==> src/design/swpm_pkg.sv <==
package swpm_pkg;

    // sample and frame geometry
    localparam int SAMPLE_BITS = 16;
    localparam int MAX_DIM     = 4096;

    localparam int PAT_W   = 8;
    localparam int COMP_W  = 16;
    localparam int DIM_W   = $clog2(MAX_DIM);       // column / row counters
    localparam int DIMC_W  = $clog2(MAX_DIM + 1);   // clamped frame size
    localparam int CNT_W   = 4;                     // neighbour pass count, 0..9
    localparam int WGT_W   = SAMPLE_BITS + 1;       // blend weight, 0..2^SAMPLE_BITS
    localparam int DIFF_W  = COMP_W + 1;
    localparam int PROD_W  = DIFF_W + WGT_W + 1;

    localparam int CFG_IDX_W  = 3;
    localparam int CFG_DATA_W = 13;

    localparam int IN_TDATA_W  = 152;
    localparam int OUT_TDATA_W = 64;

    localparam int QUEUE_DEPTH = 4;
    localparam int QPTR_W      = $clog2(QUEUE_DEPTH);

    localparam longint unsigned ONE = 64'd1 << SAMPLE_BITS;
    localparam logic [WGT_W-1:0] WGT_ONE = WGT_W'(ONE);
    localparam logic [COMP_W-1:0] SMASK = COMP_W'(ONE - 64'd1);

    // register indexes
    localparam logic [CFG_IDX_W-1:0] REG_THRESHOLD    = 3'd0;
    localparam logic [CFG_IDX_W-1:0] REG_DIRECTION    = 3'd1;
    localparam logic [CFG_IDX_W-1:0] REG_ANTIALIAS    = 3'd2;
    localparam logic [CFG_IDX_W-1:0] REG_HAS_ALPHA    = 3'd3;
    localparam logic [CFG_IDX_W-1:0] REG_FRAME_WIDTH  = 3'd4;
    localparam logic [CFG_IDX_W-1:0] REG_FRAME_HEIGHT = 3'd5;

    // neighbourhood size codes
    localparam logic [1:0] TOT_FOUR = 2'd0;
    localparam logic [1:0] TOT_SIX  = 2'd1;
    localparam logic [1:0] TOT_NINE = 2'd2;

    typedef struct packed {
        logic [PAT_W-1:0]  threshold;
        logic              direction;
        logic              antialias;
        logic              has_alpha;
        logic [DIMC_W-1:0] width;
        logic [DIMC_W-1:0] height;
    } cfg_t;

    typedef struct packed {
        logic [COMP_W-1:0] c3;
        logic [COMP_W-1:0] c2;
        logic [COMP_W-1:0] c1;
        logic [COMP_W-1:0] c0;
    } pix_t;

    typedef struct packed {
        logic [CNT_W-1:0] count;
        logic [1:0]       tsel;
        logic             cpass;
    } job_t;

    // one queue entry: previous pixel, plus the current one at row end
    typedef struct packed {
        logic two;
        job_t j0;
        job_t j1;
        pix_t in0;
        pix_t out0;
        pix_t in1;
        pix_t out1;
    } bundle_t;

    // round(count * 2^SAMPLE_BITS / total)
    function automatic logic [WGT_W-1:0] weight_of(input logic [CNT_W-1:0] cnt,
                                                   input logic [1:0] tsel);
        logic [WGT_W-1:0] w;
        w = '0;
        case (tsel)
            TOT_FOUR:
            begin
                case (cnt)
                    4'd1: w = WGT_W'((2 * 1 * ONE + 4) / 8);
                    4'd2: w = WGT_W'((2 * 2 * ONE + 4) / 8);
                    4'd3: w = WGT_W'((2 * 3 * ONE + 4) / 8);
                    4'd4: w = WGT_W'((2 * 4 * ONE + 4) / 8);
                    default: w = '0;
                endcase
            end
            TOT_SIX:
            begin
                case (cnt)
                    4'd1: w = WGT_W'((2 * 1 * ONE + 6) / 12);
                    4'd2: w = WGT_W'((2 * 2 * ONE + 6) / 12);
                    4'd3: w = WGT_W'((2 * 3 * ONE + 6) / 12);
                    4'd4: w = WGT_W'((2 * 4 * ONE + 6) / 12);
                    4'd5: w = WGT_W'((2 * 5 * ONE + 6) / 12);
                    4'd6: w = WGT_W'((2 * 6 * ONE + 6) / 12);
                    default: w = '0;
                endcase
            end
            TOT_NINE:
            begin
                case (cnt)
                    4'd1: w = WGT_W'((2 * 1 * ONE + 9) / 18);
                    4'd2: w = WGT_W'((2 * 2 * ONE + 9) / 18);
                    4'd3: w = WGT_W'((2 * 3 * ONE + 9) / 18);
                    4'd4: w = WGT_W'((2 * 4 * ONE + 9) / 18);
                    4'd5: w = WGT_W'((2 * 5 * ONE + 9) / 18);
                    4'd6: w = WGT_W'((2 * 6 * ONE + 9) / 18);
                    4'd7: w = WGT_W'((2 * 7 * ONE + 9) / 18);
                    4'd8: w = WGT_W'((2 * 8 * ONE + 9) / 18);
                    4'd9: w = WGT_W'((2 * 9 * ONE + 9) / 18);
                    default: w = '0;
                endcase
            end
            default: w = '0;
        endcase
        return w;
    endfunction

endpackage

==> src/design/swpm_front.sv <==
module swpm_front (
    input  logic              clk,
    input  logic              rst_n,
    input  swpm_pkg::cfg_t    cfg,
    input  logic              accept,
    input  logic [7:0]        pat_above,
    input  logic [7:0]        pat_centre,
    input  logic [7:0]        pat_below,
    input  swpm_pkg::pix_t    pix_in,
    input  swpm_pkg::pix_t    pix_out,
    output logic              push,
    output swpm_pkg::bundle_t bundle
);
    import swpm_pkg::*;

    localparam int CW = DIMC_W + 1;

    logic [DIM_W-1:0] col_reg, col_next;
    logic [DIM_W-1:0] row_reg, row_next;
    logic [PAT_W-1:0] win_left_reg [3];
    logic [PAT_W-1:0] win_mid_reg [3];
    pix_t             held_in_reg, held_out_reg;

    logic [CW-1:0] width_x, height_x;
    logic [CW-1:0] col_x, row_x, row_step, col_cur, row_cur, col_inc, row_inc;
    logic          col_wrap, top, bottom, left_ok;
    logic [1:0]    cnt_left, cnt_mid, cnt_cur;
    pix_t          in_m, out_m;

    function automatic logic passes(input logic [PAT_W-1:0] v, input cfg_t c);
        return c.direction ? (v <= c.threshold) : (v >= c.threshold);
    endfunction

    // passing values in one pattern column, rows outside the frame left out
    function automatic logic [1:0] col_pass(input logic [PAT_W-1:0] a, input logic [PAT_W-1:0] m,
                                            input logic [PAT_W-1:0] b, input logic is_top,
                                            input logic is_bottom, input cfg_t c);
        return 2'(passes(a, c) && !is_top) + 2'(passes(m, c)) + 2'(passes(b, c) && !is_bottom);
    endfunction

    always_comb
    begin
        width_x  = CW'(cfg.width);
        height_x = CW'(cfg.height);
        col_x    = CW'(col_reg);
        row_x    = CW'(row_reg);

        // a size change mid-frame can leave the counters out of range
        col_wrap = col_x >= width_x;
        row_step = col_wrap ? row_x + CW'(1) : row_x;
        row_cur  = (row_step >= height_x) ? '0 : row_step;
        col_cur  = col_wrap ? '0 : col_x;
        top      = row_cur == '0;
        bottom   = row_cur == height_x - CW'(1);
        left_ok  = col_cur >= CW'(2);

        col_inc = col_cur + CW'(1);
        row_inc = row_cur + CW'(1);
        if (col_inc >= width_x)
        begin
            col_next = '0;
            row_next = (row_inc >= height_x) ? '0 : row_inc[DIM_W-1:0];
        end
        else
        begin
            col_next = col_inc[DIM_W-1:0];
            row_next = row_cur[DIM_W-1:0];
        end

        in_m.c0  = pix_in.c0 & SMASK;
        in_m.c1  = pix_in.c1 & SMASK;
        in_m.c2  = pix_in.c2 & SMASK;
        in_m.c3  = pix_in.c3 & SMASK;
        out_m.c0 = pix_out.c0 & SMASK;
        out_m.c1 = pix_out.c1 & SMASK;
        out_m.c2 = pix_out.c2 & SMASK;
        out_m.c3 = pix_out.c3 & SMASK;

        cnt_left = col_pass(win_left_reg[0], win_left_reg[1], win_left_reg[2], top, bottom, cfg);
        cnt_mid  = col_pass(win_mid_reg[0], win_mid_reg[1], win_mid_reg[2], top, bottom, cfg);
        cnt_cur  = col_pass(pat_above, pat_centre, pat_below, top, bottom, cfg);

        bundle.two = col_cur == width_x - CW'(1);

        bundle.j0.count = (left_ok ? CNT_W'(cnt_left) : '0) + CNT_W'(cnt_mid) + CNT_W'(cnt_cur);
        if (left_ok && !top && !bottom)
            bundle.j0.tsel = TOT_NINE;
        else if (left_ok || (!top && !bottom))
            bundle.j0.tsel = TOT_SIX;
        else
            bundle.j0.tsel = TOT_FOUR;
        bundle.j0.cpass = passes(win_mid_reg[1], cfg);

        bundle.j1.count = CNT_W'(cnt_mid) + CNT_W'(cnt_cur);
        bundle.j1.tsel  = (!top && !bottom) ? TOT_SIX : TOT_FOUR;
        bundle.j1.cpass = passes(pat_centre, cfg);

        bundle.in0  = held_in_reg;
        bundle.out0 = held_out_reg;
        bundle.in1  = in_m;
        bundle.out1 = out_m;

        // the first pixel of a row releases nothing
        push = accept && (col_cur != '0);
    end

    always_ff @(posedge clk or negedge rst_n)
    begin
        if (!rst_n)
        begin
            col_reg <= '0;
            row_reg <= '0;
        end
        else if (accept)
        begin
            col_reg <= col_next;
            row_reg <= row_next;
        end
    end

    always_ff @(posedge clk)
    begin
        if (accept)
        begin
            win_left_reg <= win_mid_reg;
            win_mid_reg  <= '{pat_above, pat_centre, pat_below};
            held_in_reg  <= in_m;
            held_out_reg <= out_m;
        end
    end

endmodule

==> src/design/swpm_fifo.sv <==
module swpm_fifo (
    input  logic              clk,
    input  logic              rst_n,
    input  logic              push,
    input  swpm_pkg::bundle_t wdata,
    output logic              full,
    input  logic              pop,
    output logic              valid,
    output swpm_pkg::bundle_t rdata
);
    import swpm_pkg::*;

    bundle_t           entry_reg [QUEUE_DEPTH];
    logic [QPTR_W-1:0] wr_ptr_reg, rd_ptr_reg;
    logic [QPTR_W:0]   cnt_reg, cnt_next;

    assign full  = cnt_reg == (QPTR_W + 1)'(QUEUE_DEPTH);
    assign valid = cnt_reg != '0;
    assign rdata = entry_reg[rd_ptr_reg];

    always_comb
    begin
        cnt_next = cnt_reg;
        if (push && !pop)
            cnt_next = cnt_reg + 1'b1;
        else if (pop && !push)
            cnt_next = cnt_reg - 1'b1;
    end

    always_ff @(posedge clk or negedge rst_n)
    begin
        if (!rst_n)
        begin
            wr_ptr_reg <= '0;
            rd_ptr_reg <= '0;
            cnt_reg    <= '0;
        end
        else
        begin
            if (push)
                wr_ptr_reg <= wr_ptr_reg + 1'b1;
            if (pop)
                rd_ptr_reg <= rd_ptr_reg + 1'b1;
            cnt_reg <= cnt_next;
        end
    end

    always_ff @(posedge clk)
    begin
        if (push)
            entry_reg[wr_ptr_reg] <= wdata;
    end

endmodule

==> src/design/swpm_back.sv <==
module swpm_back (
    input  logic              clk,
    input  logic              rst_n,
    input  swpm_pkg::cfg_t    cfg,
    input  logic              q_valid,
    input  swpm_pkg::bundle_t head,
    output logic              pop,
    output logic              res_valid,
    input  logic              res_ready,
    output swpm_pkg::pix_t    res_pix,
    output logic              res_last
);
    import swpm_pkg::*;

    logic sel_reg;

    // stage a: weight and differences
    logic                     va_reg;
    logic [WGT_W-1:0]         wgt_a_reg;
    logic signed [DIFF_W-1:0] diff_a_reg [3];
    logic [COMP_W-1:0]        base_a_reg [3];
    logic [COMP_W-1:0]        alpha_a_reg;
    logic                     last_a_reg;

    // stage b: products
    logic                     vb_reg;
    logic signed [PROD_W-1:0] prod_b_reg [3];
    logic [COMP_W-1:0]        base_b_reg [3];
    logic [COMP_W-1:0]        alpha_b_reg;
    logic                     last_b_reg;

    // stage c: output register
    logic                     vc_reg;
    pix_t                     mix_reg;
    logic                     last_reg;

    logic              adv_a, adv_b, adv_c, issue;
    job_t              job;
    pix_t              pin, pout;
    logic [WGT_W-1:0]  wgt;
    logic [COMP_W-1:0] alpha;
    logic [COMP_W-1:0] in_arr [3];
    logic [COMP_W-1:0] out_arr [3];
    logic signed [PROD_W-1:0] sum [3];

    assign adv_c = !vc_reg || res_ready;
    assign adv_b = !vb_reg || adv_c;
    assign adv_a = !va_reg || adv_b;
    assign issue = q_valid && adv_a;
    assign pop   = issue && (sel_reg || !head.two);

    always_comb
    begin
        job  = sel_reg ? head.j1 : head.j0;
        pin  = sel_reg ? head.in1 : head.in0;
        pout = sel_reg ? head.out1 : head.out0;

        // hard switch is a blend with a full or empty weight
        if (cfg.antialias)
            wgt = weight_of(job.count, job.tsel);
        else
            wgt = job.cpass ? WGT_ONE : '0;

        if (!cfg.has_alpha)
            alpha = '0;
        else if (!cfg.antialias && job.cpass)
            alpha = pin.c3;
        else
            alpha = pout.c3;

        in_arr  = '{pin.c0, pin.c1, pin.c2};
        out_arr = '{pout.c0, pout.c1, pout.c2};

        // out + floor((in - out) * wgt / 2^SAMPLE_BITS)
        for (int i = 0; i < 3; i++)
            sum[i] = $signed({{(PROD_W - COMP_W){1'b0}}, base_b_reg[i]})
                     + (prod_b_reg[i] >>> SAMPLE_BITS);
    end

    always_ff @(posedge clk or negedge rst_n)
    begin
        if (!rst_n)
        begin
            sel_reg <= 1'b0;
            va_reg  <= 1'b0;
            vb_reg  <= 1'b0;
            vc_reg  <= 1'b0;
        end
        else
        begin
            if (issue)
                sel_reg <= !sel_reg && head.two;
            if (adv_a)
                va_reg <= q_valid;
            if (adv_b)
                vb_reg <= va_reg;
            if (adv_c)
                vc_reg <= vb_reg;
        end
    end

    always_ff @(posedge clk)
    begin
        if (issue)
        begin
            wgt_a_reg   <= wgt;
            alpha_a_reg <= alpha;
            last_a_reg  <= sel_reg || !head.two;
            for (int i = 0; i < 3; i++)
            begin
                diff_a_reg[i] <= $signed({1'b0, in_arr[i]}) - $signed({1'b0, out_arr[i]});
                base_a_reg[i] <= out_arr[i];
            end
        end
        if (adv_b && va_reg)
        begin
            alpha_b_reg <= alpha_a_reg;
            last_b_reg  <= last_a_reg;
            for (int i = 0; i < 3; i++)
            begin
                prod_b_reg[i] <= PROD_W'(diff_a_reg[i] * $signed({1'b0, wgt_a_reg}));
                base_b_reg[i] <= base_a_reg[i];
            end
        end
        if (adv_c && vb_reg)
        begin
            mix_reg.c0 <= sum[0][COMP_W-1:0];
            mix_reg.c1 <= sum[1][COMP_W-1:0];
            mix_reg.c2 <= sum[2][COMP_W-1:0];
            mix_reg.c3 <= alpha_b_reg;
            last_reg   <= last_b_reg;
        end
    end

    assign res_valid = vc_reg;
    assign res_pix   = mix_reg;
    assign res_last  = last_reg;

endmodule

==> src/design/shape_wipe_pixel_mixer_unit.sv <==
// output: m_tvalid rises once a released word has passed the queue, stage a, stage b and the
// output register; the releasing item is the next pixel of the row, and at a row end the
// pixel's own word follows the released one; throughput: one pixel per cycle while the queue
// is not full; a row end issues two words to the back end, which the first pixel of the next
// row repays by releasing nothing; the 4-deep queue absorbs output stalls
// reset: asynchronous, active low; clears counters, queue and pipeline valids, loads defaults
module shape_wipe_pixel_mixer_unit (
    input  logic                                 clk,
    input  logic                                 rst_n,

    // configuration write port
    input  logic                                 cfg_we,
    input  logic [swpm_pkg::CFG_IDX_W-1:0]       cfg_index,
    input  logic [swpm_pkg::CFG_DATA_W-1:0]      cfg_data,

    // input pixel stream
    input  logic                                 s_tvalid,
    output logic                                 s_tready,
    // pat_above, pat_centre, pat_below, in_c0, in_c1, in_c2, in_c3,
    // out_c0, out_c1, out_c2, out_c3
    input  logic [swpm_pkg::IN_TDATA_W-1:0]      s_tdata,

    // mixed pixel stream
    output logic                                 m_tvalid,
    input  logic                                 m_tready,
    // mix_c0, mix_c1, mix_c2, mix_c3
    output logic [swpm_pkg::OUT_TDATA_W-1:0]     m_tdata,
    // last_in_run
    output logic                                 m_tlast
);
    import swpm_pkg::*;

    cfg_t    cfg_reg;
    logic    accept;
    logic    push, q_full, q_valid, pop;
    bundle_t push_bundle, head_bundle;
    pix_t    pix_in, pix_out, res_pix;

    // frame sizes are clamped once when written
    function automatic logic [DIMC_W-1:0] clamp_dim(input logic [CFG_DATA_W-1:0] v);
        logic [DIMC_W-1:0] r;
        if (v < CFG_DATA_W'(2))
            r = DIMC_W'(2);
        else if (32'(v) > MAX_DIM)
            r = DIMC_W'(MAX_DIM);
        else
            r = DIMC_W'(v);
        return r;
    endfunction

    always_ff @(posedge clk or negedge rst_n)
    begin
        if (!rst_n)
        begin
            cfg_reg.threshold <= '0;
            cfg_reg.direction <= 1'b0;
            cfg_reg.antialias <= 1'b0;
            cfg_reg.has_alpha <= 1'b1;
            cfg_reg.width     <= DIMC_W'(2);
            cfg_reg.height    <= DIMC_W'(2);
        end
        else if (cfg_we)
        begin
            case (cfg_index)
                REG_THRESHOLD:    cfg_reg.threshold <= cfg_data[PAT_W-1:0];
                REG_DIRECTION:    cfg_reg.direction <= cfg_data[0];
                REG_ANTIALIAS:    cfg_reg.antialias <= cfg_data[0];
                REG_HAS_ALPHA:    cfg_reg.has_alpha <= cfg_data[0];
                REG_FRAME_WIDTH:  cfg_reg.width     <= clamp_dim(cfg_data);
                REG_FRAME_HEIGHT: cfg_reg.height    <= clamp_dim(cfg_data);
                default:          ;
            endcase
        end
    end

    // front end only stalls on a full queue
    assign s_tready = !q_full;
    assign accept   = s_tvalid && s_tready;

    // unpack the input word, pattern column first
    assign pix_in.c0  = s_tdata[39:24];
    assign pix_in.c1  = s_tdata[55:40];
    assign pix_in.c2  = s_tdata[71:56];
    assign pix_in.c3  = s_tdata[87:72];
    assign pix_out.c0 = s_tdata[103:88];
    assign pix_out.c1 = s_tdata[119:104];
    assign pix_out.c2 = s_tdata[135:120];
    assign pix_out.c3 = s_tdata[151:136];

    // raster counters, pattern window and neighbour counts
    swpm_front u_front (
        .clk        (clk),
        .rst_n      (rst_n),
        .cfg        (cfg_reg),
        .accept     (accept),
        .pat_above  (s_tdata[7:0]),
        .pat_centre (s_tdata[15:8]),
        .pat_below  (s_tdata[23:16]),
        .pix_in     (pix_in),
        .pix_out    (pix_out),
        .push       (push),
        .bundle     (push_bundle)
    );

    // decouples the pixel rate from the blend pipeline
    swpm_fifo u_fifo (
        .clk   (clk),
        .rst_n (rst_n),
        .push  (push),
        .wdata (push_bundle),
        .full  (q_full),
        .pop   (pop),
        .valid (q_valid),
        .rdata (head_bundle)
    );

    // weight lookup, multiply, accumulate, output register
    swpm_back u_back (
        .clk       (clk),
        .rst_n     (rst_n),
        .cfg       (cfg_reg),
        .q_valid   (q_valid),
        .head      (head_bundle),
        .pop       (pop),
        .res_valid (m_tvalid),
        .res_ready (m_tready),
        .res_pix   (res_pix),
        .res_last  (m_tlast)
    );

    assign m_tdata = {res_pix.c3, res_pix.c2, res_pix.c1, res_pix.c0};

endmodule

==> config.mk <==
export PLATFORM = sky130hd
export DESIGN_NAME = shape_wipe_pixel_mixer_unit
export DESIGN_NICKNAME = d
export VERILOG_FILES = /design/src/design/swpm_pkg.sv /design/src/design/swpm_front.sv /design/src/design/swpm_fifo.sv /design/src/design/swpm_back.sv /design/src/design/shape_wipe_pixel_mixer_unit.sv
export SDC_FILE = /design/constraint.sdc
export NUM_CORES = 2
export LEC_CHECK = 0
export BUFFER_PORTS_ARGS = -buffer_cell sky130_fd_sc_hd__buf_4
export CAP_MARGIN = 0
export CORE_UTILIZATION = 35
export CTS_CLUSTER_DIAMETER = 200
export DETAILED_ROUTE_END_ITERATION = 10
export GPL_TIMING_DRIVEN = 0
export PLACE_DENSITY = 0.57
export SLEW_MARGIN = 20
export SYNTH_ARGS = -nofsm -noshare
export SYNTH_HDL_FRONTEND = slang
export SYNTH_HIERARCHICAL = 1
export SYNTH_SLANG_ARGS = --single-unit
export TNS_END_PERCENT = 10
==> constraint.sdc <==
create_clock -name clk -period 25.3 [get_ports clk]
set_input_delay 2.53 -clock clk [delete_from_list [all_inputs] [get_ports clk]]
set_output_delay 2.53 -clock clk [all_outputs]
set_load 0.05 [all_outputs]
==> out/metrics.yaml <==
status:
  status: "finished, final reports clean"
yosys:
  synthesis.area_um2: 93900
  yosysWarnings: 6
  synth_edf_count: 1566
  synthArstFlopShare_pct: 4.40
  synth_top_area_cell: "edfxtp_1"
  synth_cells: 6527
  yosysUniqueCellTypes: 113
  synth.top_cell.area_share_pct: 50.1
  ys_seq_area_share_pct: 52.0
  synth-seq-cells: 1638
  synth_top_flop_cell: "edfxtp_1"
  avgSynthCellArea_um2: 14.4
  synth_area_leaders: "edfxtp_1, fa_1, ha_1"
timing:
  worst_slack_ns: 16.42
  slew_viol_final: 0
  rsz0062_at_grt: "false"
  setup_viol: 0
  holdWs_ns: 0.390
  maxSlewHeadroom_pct: 18.9
  hold_viol: 0
  fin_skew_ns: 0.0876
  tns_ns: 0
  max_clock_freq_mhz: 113
  fin_crit_ns: 8.88
  worst_slew_pin_slew_ns: 1.22
  period_share_pct: 35.1
finish:
  area_growth_pct: 14.2
  nets: 8341
  finalNonFillerCells: 10700
  drive_gt1_share_pct: 16.5
  largest_reg_flops: 1084
  fill_cells: 24600
routing:
  vias_per_cell: 4.92
  ant_nets: 0
  wl_per_cell_um: 22.9
  drc_errors: 0
  drt_iter0_drc: 3786
  routed_wl_um: 245000
  drt_pre_antenna_iters: 5
  vias: 52500
setup_path:
  crit_path_max_fanout: 10
  reg2regPathDepth: 31
  cp-startpoint: "cfg_reg[21]$_DFFE_PN0P_"
  startpoint_type: "register"
  r2r-start: "cfg_reg[21]$_DFFE_PN0P_"
  slowest_delay_ns: 0.69
  crit_slowest_cell: "a21oi_1"
  setup.worst_path.end_class: "register"
  crit_required_ns: 26.01
  arrival_ns: 9.58
  critical_path_class: "register to register"
clocking:
  cts_tree: "built"
  cts_hold_buf: 0
  post_cts_buffers: 0
  clk_path_buf_depth: 3
  htreeDepth: 4
  clock_sinks: 1638
  ctsResizeCount: 0
  clk-insertion-delay-late_ns: 0.86
  cts_buffers: 170
  path_clk_slew_ns: 0.07
  cts_root_buf: "clkbuf_16"
place:
  gp_congestion: 0.907
  numPlacedInstances: 10300
  dp_worst_setup_slack_ns: 16.62
  io_buffers: 239
  post-dp-hpwl_um: 183000
floorplanning:
  die_w_um: 520
  num_rows: 189
  core_region_area_um2: 266000
  start_util_pct: 35.3
  die_area_um2: 270000
  boundaryPins: 240
  die_h_um: 520
hold_path:
  hold_start: "u_back/base_a_reg[0][8]$_DFFE_PP_"
  hold_path.class: "register to register"
  whs_path_depth: 0
global_routing:
  grt_pass1_vias: 55800
  grt-ovfl-total: 0
  gr-usage-all-layers_pct: 18.3
  antenna_found_initial: 19
  grt_pass1_wl_um: 365000
  grt_max_degree: 73
flow_run:
  maxCapViolCount: 0
[layout by cell type, fill, tap and decap left out, drive strengths merged, types with 28 or more instances in the layout]
| cell type | instances |
|---|---|
| nand2 | 453 |
| xor2 | 54 |
| nor2 | 171 |
| edfxtp | 1566 |
| clkbuf | 349 |
| clkinv | 64 |
| mux4 | 287 |
| and2 | 282 |
| inv | 995 |
| dfrtp | 69 |
| xnor2 | 150 |
| a21o | 45 |
| nor3 | 42 |
| a21oi | 170 |
| nand4 | 28 |
| nor2b | 30 |
| mux2 | 60 |
| fa | 637 |
| o21ai | 97 |
| buf | 501 |
| o21a | 41 |
| mux2i | 78 |
| nand2b | 43 |
| nand3 | 57 |
| ha | 544 |
[kinds of logic after synthesis]
| family | synth area share [%] |
|---|---|
| buffers and inverters | 6.46 |
| other | 0.00399 |
| xor gates and xnor gates | 1.95 |
| DFF | 52.0 |
| adders and majority gates | 20.8 |
| and+or+nand+nor | 6.47 |
| AOI/OAI and AO/OA | 3.87 |
| muxes | 8.43 |
[path summary, 6_finish.rpt]
kind	endpoint	slack (ns)
worst max-delay path	u_front/row_reg[1]$_DFFE_PN0P_	16.42
worst min-delay path	u_back/base_b_reg[0][8]$_DFFE_PP_	0.39
worst max register to register	u_front/row_reg[1]$_DFFE_PN0P_	16.42
worst min register to register	u_back/base_b_reg[0][8]$_DFFE_PP_	0.39
max in group asynchronous	u_front/row_reg[11]$_DFFE_PN0P_	22.80
min in group asynchronous	cfg_reg[21]$_DFFE_PN0P_	1.82
[metrics by stage]
step	area, um^2	utilization (%)
CTS	107000	40.3
finish	107000	40.3
global placement	100000	37.6
detailed placement	101000	38.1
global route	107000	40.3
floorplan	93900	-
[metal layers]
layer	up-vias	global-route usage [%]	share of wire (%)
met5	-	0	0.010
li1	23700	-	-
met1	27300	25.1	44
met4	4	4.49	2.2
met2	1260	30.4	48
met3	281	2.99	5.0
[worst max-delay path, delay by kind of cell, from the launching register on]
kind	cells	cell delay, ns
AOI/OAI and AO/OA	12	2.80
and+or+nand+nor	8	2.03
buffers and inverters	5	1.28
adders and majority gates	4	1.19
xor gates and xnor gates	2	0.96
DFF	1	0.43
[layout make-up]
| class | instances | area, um^2 | share of cell area [%] |
|---|---|---|---|
| diodes | 9 | 22.5 | 0.0210 |
| well taps | 3533 | 4420 | 4.12 |
| clock buffers | 215 | 4500 | 4.20 |
| plain buffers | 348 | 2380 | 2.22 |
| repair buffers | 287 | 2960 | 2.76 |
| multi-input cells | 3554 | 39100 | 36.4 |
| clock inverters | 100 | 1390 | 1.29 |
| flip-flops and latches | 1638 | 48800 | 45.5 |
| inverters | 988 | 3720 | 3.46 |
[cells in the mapped netlist (all sizes together), types with 23 or more instances]
cell	number
mux2i	78
fa	637
nor2b	30
and2	282
nand3	57
mux4	287
inv	987
nand4	28
o21a	41
buf	214
a21o	45
clkbuf	134
o21ai	97
a21oi	170
nor2	171
edfxtp	1566
dfrtp	69
nand2	453
xor2	54
and3	24
xnor2	150
a211oi	23
nand2b	43
nor3	42
mux2	60
ha	544
Power is not shown: default switching activity piles up to over one toggle a cycle in this logic, so the estimate is an artifact.
